$ cat config.mk
export PLATFORM = sky130hd
export DESIGN_NAME = hid_event_to_keycode_translator
export DESIGN_NICKNAME = d
export VERILOG_FILES = /design/src/rtl/hidkc_pkg.sv /design/src/rtl/hid_event_to_keycode_translator.sv
export VERILOG_INCLUDE_DIRS = /design/src /design/src/rtl
export SDC_FILE = /design/constraint.sdc
export NUM_CORES = 1
export LEC_CHECK = 0
export ABC_AREA = 1
export BUFFER_PORTS_ARGS = -buffer_cell sky130_fd_sc_hd__buf_4
export CORE_ASPECT_RATIO = 0.75
export CORE_UTILIZATION = 45
export CTS_CLUSTER_SIZE = 10
export DETAILED_ROUTE_END_ITERATION = 8
export PLACE_DENSITY = 0.63
export SLEW_MARGIN = 20
export SYNTH_ARGS = -nofsm -noshare
export SYNTH_HDL_FRONTEND = slang
export SYNTH_SLANG_ARGS = --single-unit
$ cat constraint.sdc
create_clock -name clk -period 6.8 [get_ports clk]
set_clock_uncertainty 0.05 [all_clocks]
set_input_delay 1.02 -clock clk [delete_from_list [all_inputs] [get_ports clk]]
set_output_delay 1.02 -clock clk [all_outputs]
set_load 0.02 [all_outputs]
$ cat src/rtl/hid_event_to_keycode_translator_assert.svh
// assertion macros for the hid event translator
// each macro takes a label, an antecedent and a consequent, checked on clk with rst_n low
// as the disable condition
`ifndef HID_EVENT_TO_KEYCODE_TRANSLATOR_ASSERT_SVH
`define HID_EVENT_TO_KEYCODE_TRANSLATOR_ASSERT_SVH
`ifndef SYNTH
`define HIDKC_ASSERT_SAME(lbl, ante, cons) \
    lbl: assert property (@(posedge clk) disable iff (!rst_n) (ante) |-> (cons)) \
        else $error("hidkc assertion failed");
`define HIDKC_ASSERT_NEXT(lbl, ante, cons) \
    lbl: assert property (@(posedge clk) disable iff (!rst_n) (ante) |=> (cons)) \
        else $error("hidkc assertion failed");
`else
`define HIDKC_ASSERT_SAME(lbl, ante, cons)
`define HIDKC_ASSERT_NEXT(lbl, ante, cons)
`endif
`endif

$ cat src/rtl/hidkc_pkg.sv
`default_nettype none

package hidkc_pkg;

    // usage pages
    localparam logic [15:0] PAGE_DESKTOP  = 16'h0001;
    localparam logic [15:0] PAGE_KEYBOARD = 16'h0007;
    localparam logic [15:0] PAGE_BUTTON   = 16'h0009;
    localparam logic [15:0] PAGE_CONSUMER = 16'h000C;

    // generic desktop usages
    localparam logic [15:0] USAGE_X     = 16'h0030;
    localparam logic [15:0] USAGE_Y     = 16'h0031;
    localparam logic [15:0] USAGE_WHEEL = 16'h0038;

    // first pointer button code
    localparam logic [16:0] BUTTON_BASE = 17'h00110;

    // depth of the keyboard usage table
    localparam int unsigned KEY_TABLE_DEPTH = 256;

    // event kinds
    localparam logic [1:0] KIND_KEY    = 2'd0;
    localparam logic [1:0] KIND_BUTTON = 2'd1;
    localparam logic [1:0] KIND_MOTION = 2'd2;
    localparam logic [1:0] KIND_SCROLL = 2'd3;

    // item actions
    localparam logic ACTION_REPORT = 1'b0;
    localparam logic ACTION_TICK   = 1'b1;

    typedef struct packed {
        logic               action;
        logic [15:0]        page_id;
        logic [15:0]        usage_code;
        logic signed [31:0] report_value;
    } hid_in_t;

    typedef struct packed {
        logic [1:0]         event_kind;
        logic [16:0]        event_code;
        logic               pressed;
        logic signed [31:0] motion_x;
        logic signed [31:0] motion_y;
        logic signed [31:0] scroll_amount;
    } hid_out_t;

    typedef struct packed {
        logic       hit;
        logic [7:0] code;
    } media_lookup_t;

    // keyboard usage to key code, zero means no key
    function automatic logic [7:0] key_lookup(input logic [7:0] usage);
        logic [7:0] code;
        code = 8'd0;
        case (usage)
            8'h04: code = 8'd30;  8'h05: code = 8'd48;  8'h06: code = 8'd46;  8'h07: code = 8'd32;
            8'h08: code = 8'd18;  8'h09: code = 8'd33;  8'h0A: code = 8'd34;  8'h0B: code = 8'd35;
            8'h0C: code = 8'd23;  8'h0D: code = 8'd36;  8'h0E: code = 8'd37;  8'h0F: code = 8'd38;
            8'h10: code = 8'd50;  8'h11: code = 8'd49;  8'h12: code = 8'd24;  8'h13: code = 8'd25;
            8'h14: code = 8'd16;  8'h15: code = 8'd19;  8'h16: code = 8'd31;  8'h17: code = 8'd20;
            8'h18: code = 8'd22;  8'h19: code = 8'd47;  8'h1A: code = 8'd17;  8'h1B: code = 8'd45;
            8'h1C: code = 8'd21;  8'h1D: code = 8'd44;  8'h1E: code = 8'd2;   8'h1F: code = 8'd3;
            8'h20: code = 8'd4;   8'h21: code = 8'd5;   8'h22: code = 8'd6;   8'h23: code = 8'd7;
            8'h24: code = 8'd8;   8'h25: code = 8'd9;   8'h26: code = 8'd10;  8'h27: code = 8'd11;
            8'h28: code = 8'd28;  8'h29: code = 8'd1;   8'h2A: code = 8'd14;  8'h2B: code = 8'd15;
            8'h2C: code = 8'd57;  8'h2D: code = 8'd12;  8'h2E: code = 8'd13;  8'h2F: code = 8'd26;
            8'h30: code = 8'd27;  8'h31: code = 8'd43;  8'h32: code = 8'd43;  8'h33: code = 8'd39;
            8'h34: code = 8'd40;  8'h35: code = 8'd41;  8'h36: code = 8'd51;  8'h37: code = 8'd52;
            8'h38: code = 8'd53;  8'h39: code = 8'd58;  8'h3A: code = 8'd59;  8'h3B: code = 8'd60;
            8'h3C: code = 8'd61;  8'h3D: code = 8'd62;  8'h3E: code = 8'd63;  8'h3F: code = 8'd64;
            8'h40: code = 8'd65;  8'h41: code = 8'd66;  8'h42: code = 8'd67;  8'h43: code = 8'd68;
            8'h44: code = 8'd87;  8'h45: code = 8'd88;  8'h46: code = 8'd99;  8'h47: code = 8'd70;
            8'h48: code = 8'd119; 8'h49: code = 8'd110; 8'h4A: code = 8'd102; 8'h4B: code = 8'd104;
            8'h4C: code = 8'd111; 8'h4D: code = 8'd107; 8'h4E: code = 8'd109; 8'h4F: code = 8'd106;
            8'h50: code = 8'd105; 8'h51: code = 8'd108; 8'h52: code = 8'd103; 8'h53: code = 8'd69;
            8'h54: code = 8'd98;  8'h55: code = 8'd55;  8'h56: code = 8'd74;  8'h57: code = 8'd78;
            8'h58: code = 8'd96;  8'h59: code = 8'd79;  8'h5A: code = 8'd80;  8'h5B: code = 8'd81;
            8'h5C: code = 8'd75;  8'h5D: code = 8'd76;  8'h5E: code = 8'd77;  8'h5F: code = 8'd71;
            8'h60: code = 8'd72;  8'h61: code = 8'd73;  8'h62: code = 8'd82;  8'h63: code = 8'd83;
            8'h64: code = 8'd86;  8'h65: code = 8'd127; 8'h66: code = 8'd116; 8'h67: code = 8'd117;
            8'h68: code = 8'd183; 8'h69: code = 8'd184; 8'h6A: code = 8'd185; 8'h6B: code = 8'd186;
            8'h6C: code = 8'd187; 8'h6D: code = 8'd188; 8'h6E: code = 8'd189; 8'h6F: code = 8'd190;
            8'h70: code = 8'd191; 8'h71: code = 8'd192; 8'h72: code = 8'd193; 8'h73: code = 8'd194;
            8'h74: code = 8'd134; 8'h75: code = 8'd138; 8'h76: code = 8'd139; 8'h77: code = 8'd141;
            8'hE0: code = 8'd29;  8'hE1: code = 8'd42;  8'hE2: code = 8'd56;  8'hE3: code = 8'd125;
            8'hE4: code = 8'd97;  8'hE5: code = 8'd54;  8'hE6: code = 8'd100; 8'hE7: code = 8'd126;
            default: code = 8'd0;
        endcase
        return code;
    endfunction

    // consumer usage to media key code
    function automatic media_lookup_t media_lookup(input logic [15:0] usage);
        media_lookup_t res;
        res.hit  = 1'b1;
        res.code = 8'd0;
        case (usage)
            16'h006F: res.code = 8'd225;
            16'h0070: res.code = 8'd224;
            16'h00E2: res.code = 8'd113;
            16'h00E9: res.code = 8'd115;
            16'h00EA: res.code = 8'd114;
            16'h00B5: res.code = 8'd140;
            16'h0183: res.code = 8'd142;
            16'h0192: res.code = 8'd139;
            16'h0221: res.code = 8'd217;
            16'h0223: res.code = 8'd102;
            16'h0224: res.code = 8'd158;
            16'h0225: res.code = 8'd159;
            16'h0226: res.code = 8'd128;
            16'h0227: res.code = 8'd173;
            16'h022A: res.code = 8'd156;
            default:  res.hit  = 1'b0;
        endcase
        return res;
    endfunction

endpackage

`default_nettype wire

$ cat src/rtl/hid_event_to_keycode_translator.sv
`default_nettype none

// Translates HID element reports into key, button, motion and scroll events. Each item is
// either one report or one motion flush tick, and yields at most one event. The block takes
// one item per clock: an item is captured in a report register, decoded by the key table,
// the media key list and one saturating motion adder, and its event is loaded into the
// result register. The combinational table lookup and the SUM_BITS-wide saturating add set
// the rate. X and Y reports fold into sums of SUM_BITS bits; a tick emits the sums,
// clamped to 32 bits, when either is nonzero and clears them. Input stalls only when
// the result register is full and not being taken while the captured item also produces
// an event.

`include "hid_event_to_keycode_translator_assert.svh"

module hid_event_to_keycode_translator
    import hidkc_pkg::*;
#(
    parameter int SUM_BITS = 32
)
(
    input  wire logic     clk,
    input  wire logic     rst_n,
    input  wire logic     report_valid,
    output logic          report_ready,
    input  wire hid_in_t  report,
    output logic          result_valid,
    input  wire logic     result_ready,
    output hid_out_t      result
);

    localparam int ADD_BITS = ((SUM_BITS > 32) ? SUM_BITS : 32) + 1;
    localparam logic signed [ADD_BITS-1:0] SUM_HI = ADD_BITS'({(SUM_BITS-1){1'b1}});
    localparam logic signed [ADD_BITS-1:0] SUM_LO = ~SUM_HI;
    localparam logic signed [ADD_BITS-1:0] OUT_HI = ADD_BITS'(32'h7FFF_FFFF);
    localparam logic signed [ADD_BITS-1:0] OUT_LO = ~OUT_HI;

    logic                       stage_valid_reg;
    logic                       stage_valid_next;
    hid_in_t                    stage_reg;
    logic                       result_valid_reg;
    logic                       result_valid_next;
    hid_out_t                   result_reg;
    hid_out_t                   result_next;
    logic signed [SUM_BITS-1:0] sum_x_reg;
    logic signed [SUM_BITS-1:0] sum_x_next;
    logic signed [SUM_BITS-1:0] sum_y_reg;
    logic signed [SUM_BITS-1:0] sum_y_next;

    logic                       has_result;
    logic                       out_free;
    logic                       stage_fire;
    logic                       report_fire;
    logic [7:0]                 key_code;
    media_lookup_t              media;
    logic                       pressed_bit;
    logic                       is_x;
    logic                       is_y;
    logic signed [SUM_BITS-1:0] sel_sum;
    logic signed [ADD_BITS-1:0] add_raw;
    logic signed [SUM_BITS-1:0] add_sat;
    logic signed [ADD_BITS-1:0] mx_ext;
    logic signed [ADD_BITS-1:0] my_ext;
    logic signed [31:0]         mx_out;
    logic signed [31:0]         my_out;

    // handshake
    assign out_free     = !result_valid_reg || result_ready;
    assign stage_fire   = stage_valid_reg && (!has_result || out_free);
    assign report_ready = !stage_valid_reg || stage_fire;
    assign report_fire  = report_valid && report_ready;
    assign result_valid = result_valid_reg;
    assign result       = result_reg;

    // table lookups
    assign key_code    = key_lookup(stage_reg.usage_code[7:0]);
    assign media       = media_lookup(stage_reg.usage_code);
    assign pressed_bit = (stage_reg.report_value != 32'sd0);

    // saturating motion add, one adder shared by x and y
    assign is_x    = (stage_reg.page_id == PAGE_DESKTOP) && (stage_reg.usage_code == USAGE_X);
    assign is_y    = (stage_reg.page_id == PAGE_DESKTOP) && (stage_reg.usage_code == USAGE_Y);
    assign sel_sum = is_y ? sum_y_reg : sum_x_reg;
    assign add_raw = ADD_BITS'(sel_sum) + ADD_BITS'(stage_reg.report_value);

    always_comb
    begin
        if (add_raw > SUM_HI)
        begin
            add_sat = SUM_HI[SUM_BITS-1:0];
        end
        else if (add_raw < SUM_LO)
        begin
            add_sat = SUM_LO[SUM_BITS-1:0];
        end
        else
        begin
            add_sat = add_raw[SUM_BITS-1:0];
        end
    end

    // motion output clamped to 32 bits
    assign mx_ext = ADD_BITS'(sum_x_reg);
    assign my_ext = ADD_BITS'(sum_y_reg);

    always_comb
    begin
        if (mx_ext > OUT_HI)
        begin
            mx_out = OUT_HI[31:0];
        end
        else if (mx_ext < OUT_LO)
        begin
            mx_out = OUT_LO[31:0];
        end
        else
        begin
            mx_out = mx_ext[31:0];
        end
        if (my_ext > OUT_HI)
        begin
            my_out = OUT_HI[31:0];
        end
        else if (my_ext < OUT_LO)
        begin
            my_out = OUT_LO[31:0];
        end
        else
        begin
            my_out = my_ext[31:0];
        end
    end

    // decode of the captured item
    always_comb
    begin
        has_result                = 1'b0;
        result_next.event_kind    = KIND_KEY;
        result_next.event_code    = 17'd0;
        result_next.pressed       = 1'b0;
        result_next.motion_x      = 32'sd0;
        result_next.motion_y      = 32'sd0;
        result_next.scroll_amount = 32'sd0;
        if (stage_reg.action == ACTION_TICK)
        begin
            has_result             = (sum_x_reg != '0) || (sum_y_reg != '0);
            result_next.event_kind = KIND_MOTION;
            result_next.motion_x   = mx_out;
            result_next.motion_y   = my_out;
        end
        else
        begin
            unique case (stage_reg.page_id)
                PAGE_KEYBOARD:
                begin
                    has_result             = (stage_reg.usage_code < 16'(KEY_TABLE_DEPTH))
                                             && (key_code != 8'd0);
                    result_next.event_code = 17'(key_code);
                    result_next.pressed    = pressed_bit;
                end
                PAGE_BUTTON:
                begin
                    has_result             = 1'b1;
                    result_next.event_kind = KIND_BUTTON;
                    result_next.event_code = BUTTON_BASE + 17'(stage_reg.usage_code) - 17'd1;
                    result_next.pressed    = pressed_bit;
                end
                PAGE_DESKTOP:
                begin
                    has_result                = (stage_reg.usage_code == USAGE_WHEEL);
                    result_next.event_kind    = KIND_SCROLL;
                    result_next.scroll_amount = stage_reg.report_value;
                end
                PAGE_CONSUMER:
                begin
                    has_result             = media.hit;
                    result_next.event_code = 17'(media.code);
                    result_next.pressed    = pressed_bit;
                end
                default:
                begin
                    has_result = 1'b0;
                end
            endcase
        end
    end

    // motion sum update
    always_comb
    begin
        sum_x_next = sum_x_reg;
        sum_y_next = sum_y_reg;
        if (stage_fire)
        begin
            if (stage_reg.action == ACTION_TICK)
            begin
                sum_x_next = '0;
                sum_y_next = '0;
            end
            else if (is_x)
            begin
                sum_x_next = add_sat;
            end
            else if (is_y)
            begin
                sum_y_next = add_sat;
            end
        end
    end

    // valid flags
    assign stage_valid_next  = report_fire || (stage_valid_reg && !stage_fire);
    assign result_valid_next = (stage_fire && has_result) || (result_valid_reg && !result_ready);

    // control state
    always_ff @(posedge clk or negedge rst_n)
    begin
        if (!rst_n)
        begin
            stage_valid_reg  <= 1'b0;
            result_valid_reg <= 1'b0;
            sum_x_reg        <= '0;
            sum_y_reg        <= '0;
        end
        else
        begin
            stage_valid_reg  <= stage_valid_next;
            result_valid_reg <= result_valid_next;
            sum_x_reg        <= sum_x_next;
            sum_y_reg        <= sum_y_next;
        end
    end

    // payload registers
    always_ff @(posedge clk)
    begin
        if (report_fire)
        begin
            stage_reg <= report;
        end
        if (stage_fire && has_result)
        begin
            result_reg <= result_next;
        end
    end

    // checks
    `HIDKC_ASSERT_NEXT(a_tick_clears_sums, stage_fire && stage_reg.action == ACTION_TICK,
        sum_x_reg == '0 && sum_y_reg == '0)
    `HIDKC_ASSERT_NEXT(a_event_loads_result, stage_fire && has_result, result_valid_reg)
    `HIDKC_ASSERT_SAME(a_motion_nonzero,
        result_valid_reg && result_reg.event_kind == KIND_MOTION,
        result_reg.motion_x != 32'sd0 || result_reg.motion_y != 32'sd0)
    `HIDKC_ASSERT_NEXT(a_stage_held, stage_valid_reg && !stage_fire,
        stage_valid_reg && $stable(stage_reg))

endmodule

`default_nettype wire
==> reports/metrics.cfg <==
[run_status]
status=finished clean

[routing]
drc=0
first_pass_iters=6
post_drt_via_cell_ratio=5.29
ant_nets=0
vias=12064
route.final.wire_length_um=41100
wire_per_inst_um=18.0
first_iter_violations=1111

[sta]
fin_crit_ps=5330
hold_viol_final=0
setup_slack_ps=1470
rsz0062_at_grt=no
slew_headroom=0.318
tns_ps=0
min_period_over_period=0.783
tightest_slew_ps=1020
fmax_mhz=188
finalMaxSlewViolations=0
setup_viol=0

[global_route]
grt_pass1_wl_um=63500
grt_pass1_vias=11447
grt_max_degree=74
track_usage=0.256
grt_overflow=0
antenna_found_initial=0

[clock_network]
cts_setup_buffers=0
cts_tree=built
cts_buffers=30
cts_hold_buf=0
insertion_delay_ps=560
cts_sinks=255
root_buffer=clkbuf_16
clock_path_buffers=3
htree_num_levels=1
cts_resized=0
clk_pin_slew_ps=60

[finish]
antenna_cells=0
area_growth_syn_to_layout_pct=19.1
largest_reg_flops=116
finalNetCount=1983
layout-drive-gt1-share=0.143

[setup_path]
rrSetupSlack_ps=1470
r2r_start=stage_reg[44]
arrival_ps=5690
start_kind=flop
critPathCaptureType=flop
max_stage_delay_ps=670
crit_slowest_cell=nand2_1
crit_type=flop to flop
cp.required_ps=7160
r2r-end=sum_x_reg[27]
cpMostUsedCell=nand2_1
reg2reg_depth=25
crit_fanout=52

[power]
netSwitchingFraction=0.378
p_per_area_mw_per_mm2=342
seqPwrFrac=0.388
clockPowerShare=0.266
p_switching_mw=2.16
peakVddDrop_v=0.000230
power_leakage_nw=8.47
p_int_mw=3.56
comb_power_share=0.347

[logic_synthesis]
syn-num-nets=1803
synth.area.top_cells=edfxtp_1, nand2_1, dfrtp_1
yosys_most_used_dff=edfxtp_1
synth_area_leader_cell=edfxtp_1
synthArstFlopShare=0.259
avgSynthCellArea_um2=8.39
yosys.area.top_type_share=0.387
ys_types=51
ys_seq_elements=255
synthTopCellsByCount=nand2_1, inv_1, edfxtp_1
netlist_area_mm2=0.0141
syn-instance-count=1676
yosys_warnings=0
yosysMostFrequentCell=nand2_1
seq_area_frac_synth=0.516
synth_edf_count=181

[run]
drv_cap=0

[hold_path]
hold_path_startpoint=sum_x_reg[22]
min_path_cells=2
hp-class=flop to flop
min_to=result[86]

[die]
core_area_mm2=0.0304
die_w_um=206
die_area_mm2=0.0320
fp-row-count=55
die_h_um=155
start_util=0.462
pin_count=187

[place]
gp_congestion=0.952
place_ws_ps=1510
place_hpwl_um=30400
port_buffers=186

-- power groups by stage --
stage / clock, mW / sequential (mW) / combinational [mW]
global placement: 0 / 2.24 / 1.92
detailed placement: 0 / 2.24 / 1.95
finish: 1.52 / 2.22 / 1.98
floorplan: 0 / 2.18 / 1.38
global route: 1.61 / 2.24 / 2.25
CTS: 1.55 / 2.21 / 1.97
-- worst max-delay path, delay by kind of cell, from the launching register on --
kind | cells | cell delay (ps)
flops | 1 | 430
simple gates | 13 | 2260
buf+inv | 2 | 430
xor+xnor | 1 | 190
fa+ha+maj | 1 | 260
compound gates | 8 | 1530
-- metal layers --
| metal | track usage | up-vias | share of wire |
|---|---|---|---|
| li1 | - | 5837 | - |
| met1 | 0.402 | 5710 | 0.49 |
| met2 | 0.360 | 447 | 0.41 |
| met3 | 0.0473 | 70 | 0.075 |
| met4 | 0.0595 | 0 | 0.024 |
| met5 | 0 | - | 0 |
-- kinds of logic (layout without fill, tap and decap cells) --
group | Yosys count | after routing | synth area share
compound gates | 244 | 244 | 0.0948
buf+inv | 304 | 508 | 0.0838
simple gates | 784 | 784 | 0.234
flops | 255 | 255 | 0.516
xor+xnor | 30 | 30 | 0.0187
fa+ha+maj | 58 | 58 | 0.0522
mux | 1 | 1 | 0.000712
-- layout by cell type, fill, tap and decap left out, drive strengths merged, types with 54 or more instances in the layout --
cell	count
nand2	485
inv	259
buf	193
edfxtp	181
o21ai	142
nor2	141
nand3	95
a21oi	70
dfrtp	66
ha	57
clkbuf	54
-- through the flow --
stage,area [um2],hold WS (ps),cells,total power [mW],util
6_report,16700,478,2279,5.72,0.550
5_1_grt,16700,517,2279,6.10,0.550
4_1_cts,16700,486,2279,5.73,0.550
3_5_place_dp,15800,471,2223,4.19,0.520
3_3_place_gp,15800,470,2223,4.16,0.520
2_1_floorplan,14100,424,1676,3.56,-
-- area by class of cell --
class	instances	area, um2
fill	2926	13700
sequential	255	7250
multi-input combinational	1117	5650
timing repair buffer	193	1450
inverter	259	975
clock buffer	54	882
tap	399	499
clock inverter	2	38.8
-- worst max-delay path by stage --
stage / slack [ps] / from / to / cells past startpoint
final: 1470 / stage_reg[44] / sum_x_reg[27] / 25
after global routing: 860 / stage_reg[44] / sum_y_reg[29] / 25
after CTS: 1490 / stage_reg[44] / sum_x_reg[27] / 25
after detailed placement: 1510 / stage_reg[44] / sum_x_reg[24] / 25
after global placement: 1830 / stage_reg[44] / sum_x_reg[25] / 25
after floorplan: 2430 / stage_reg[33] / result[0] / 15
Power figures use the tool's default switching activity.
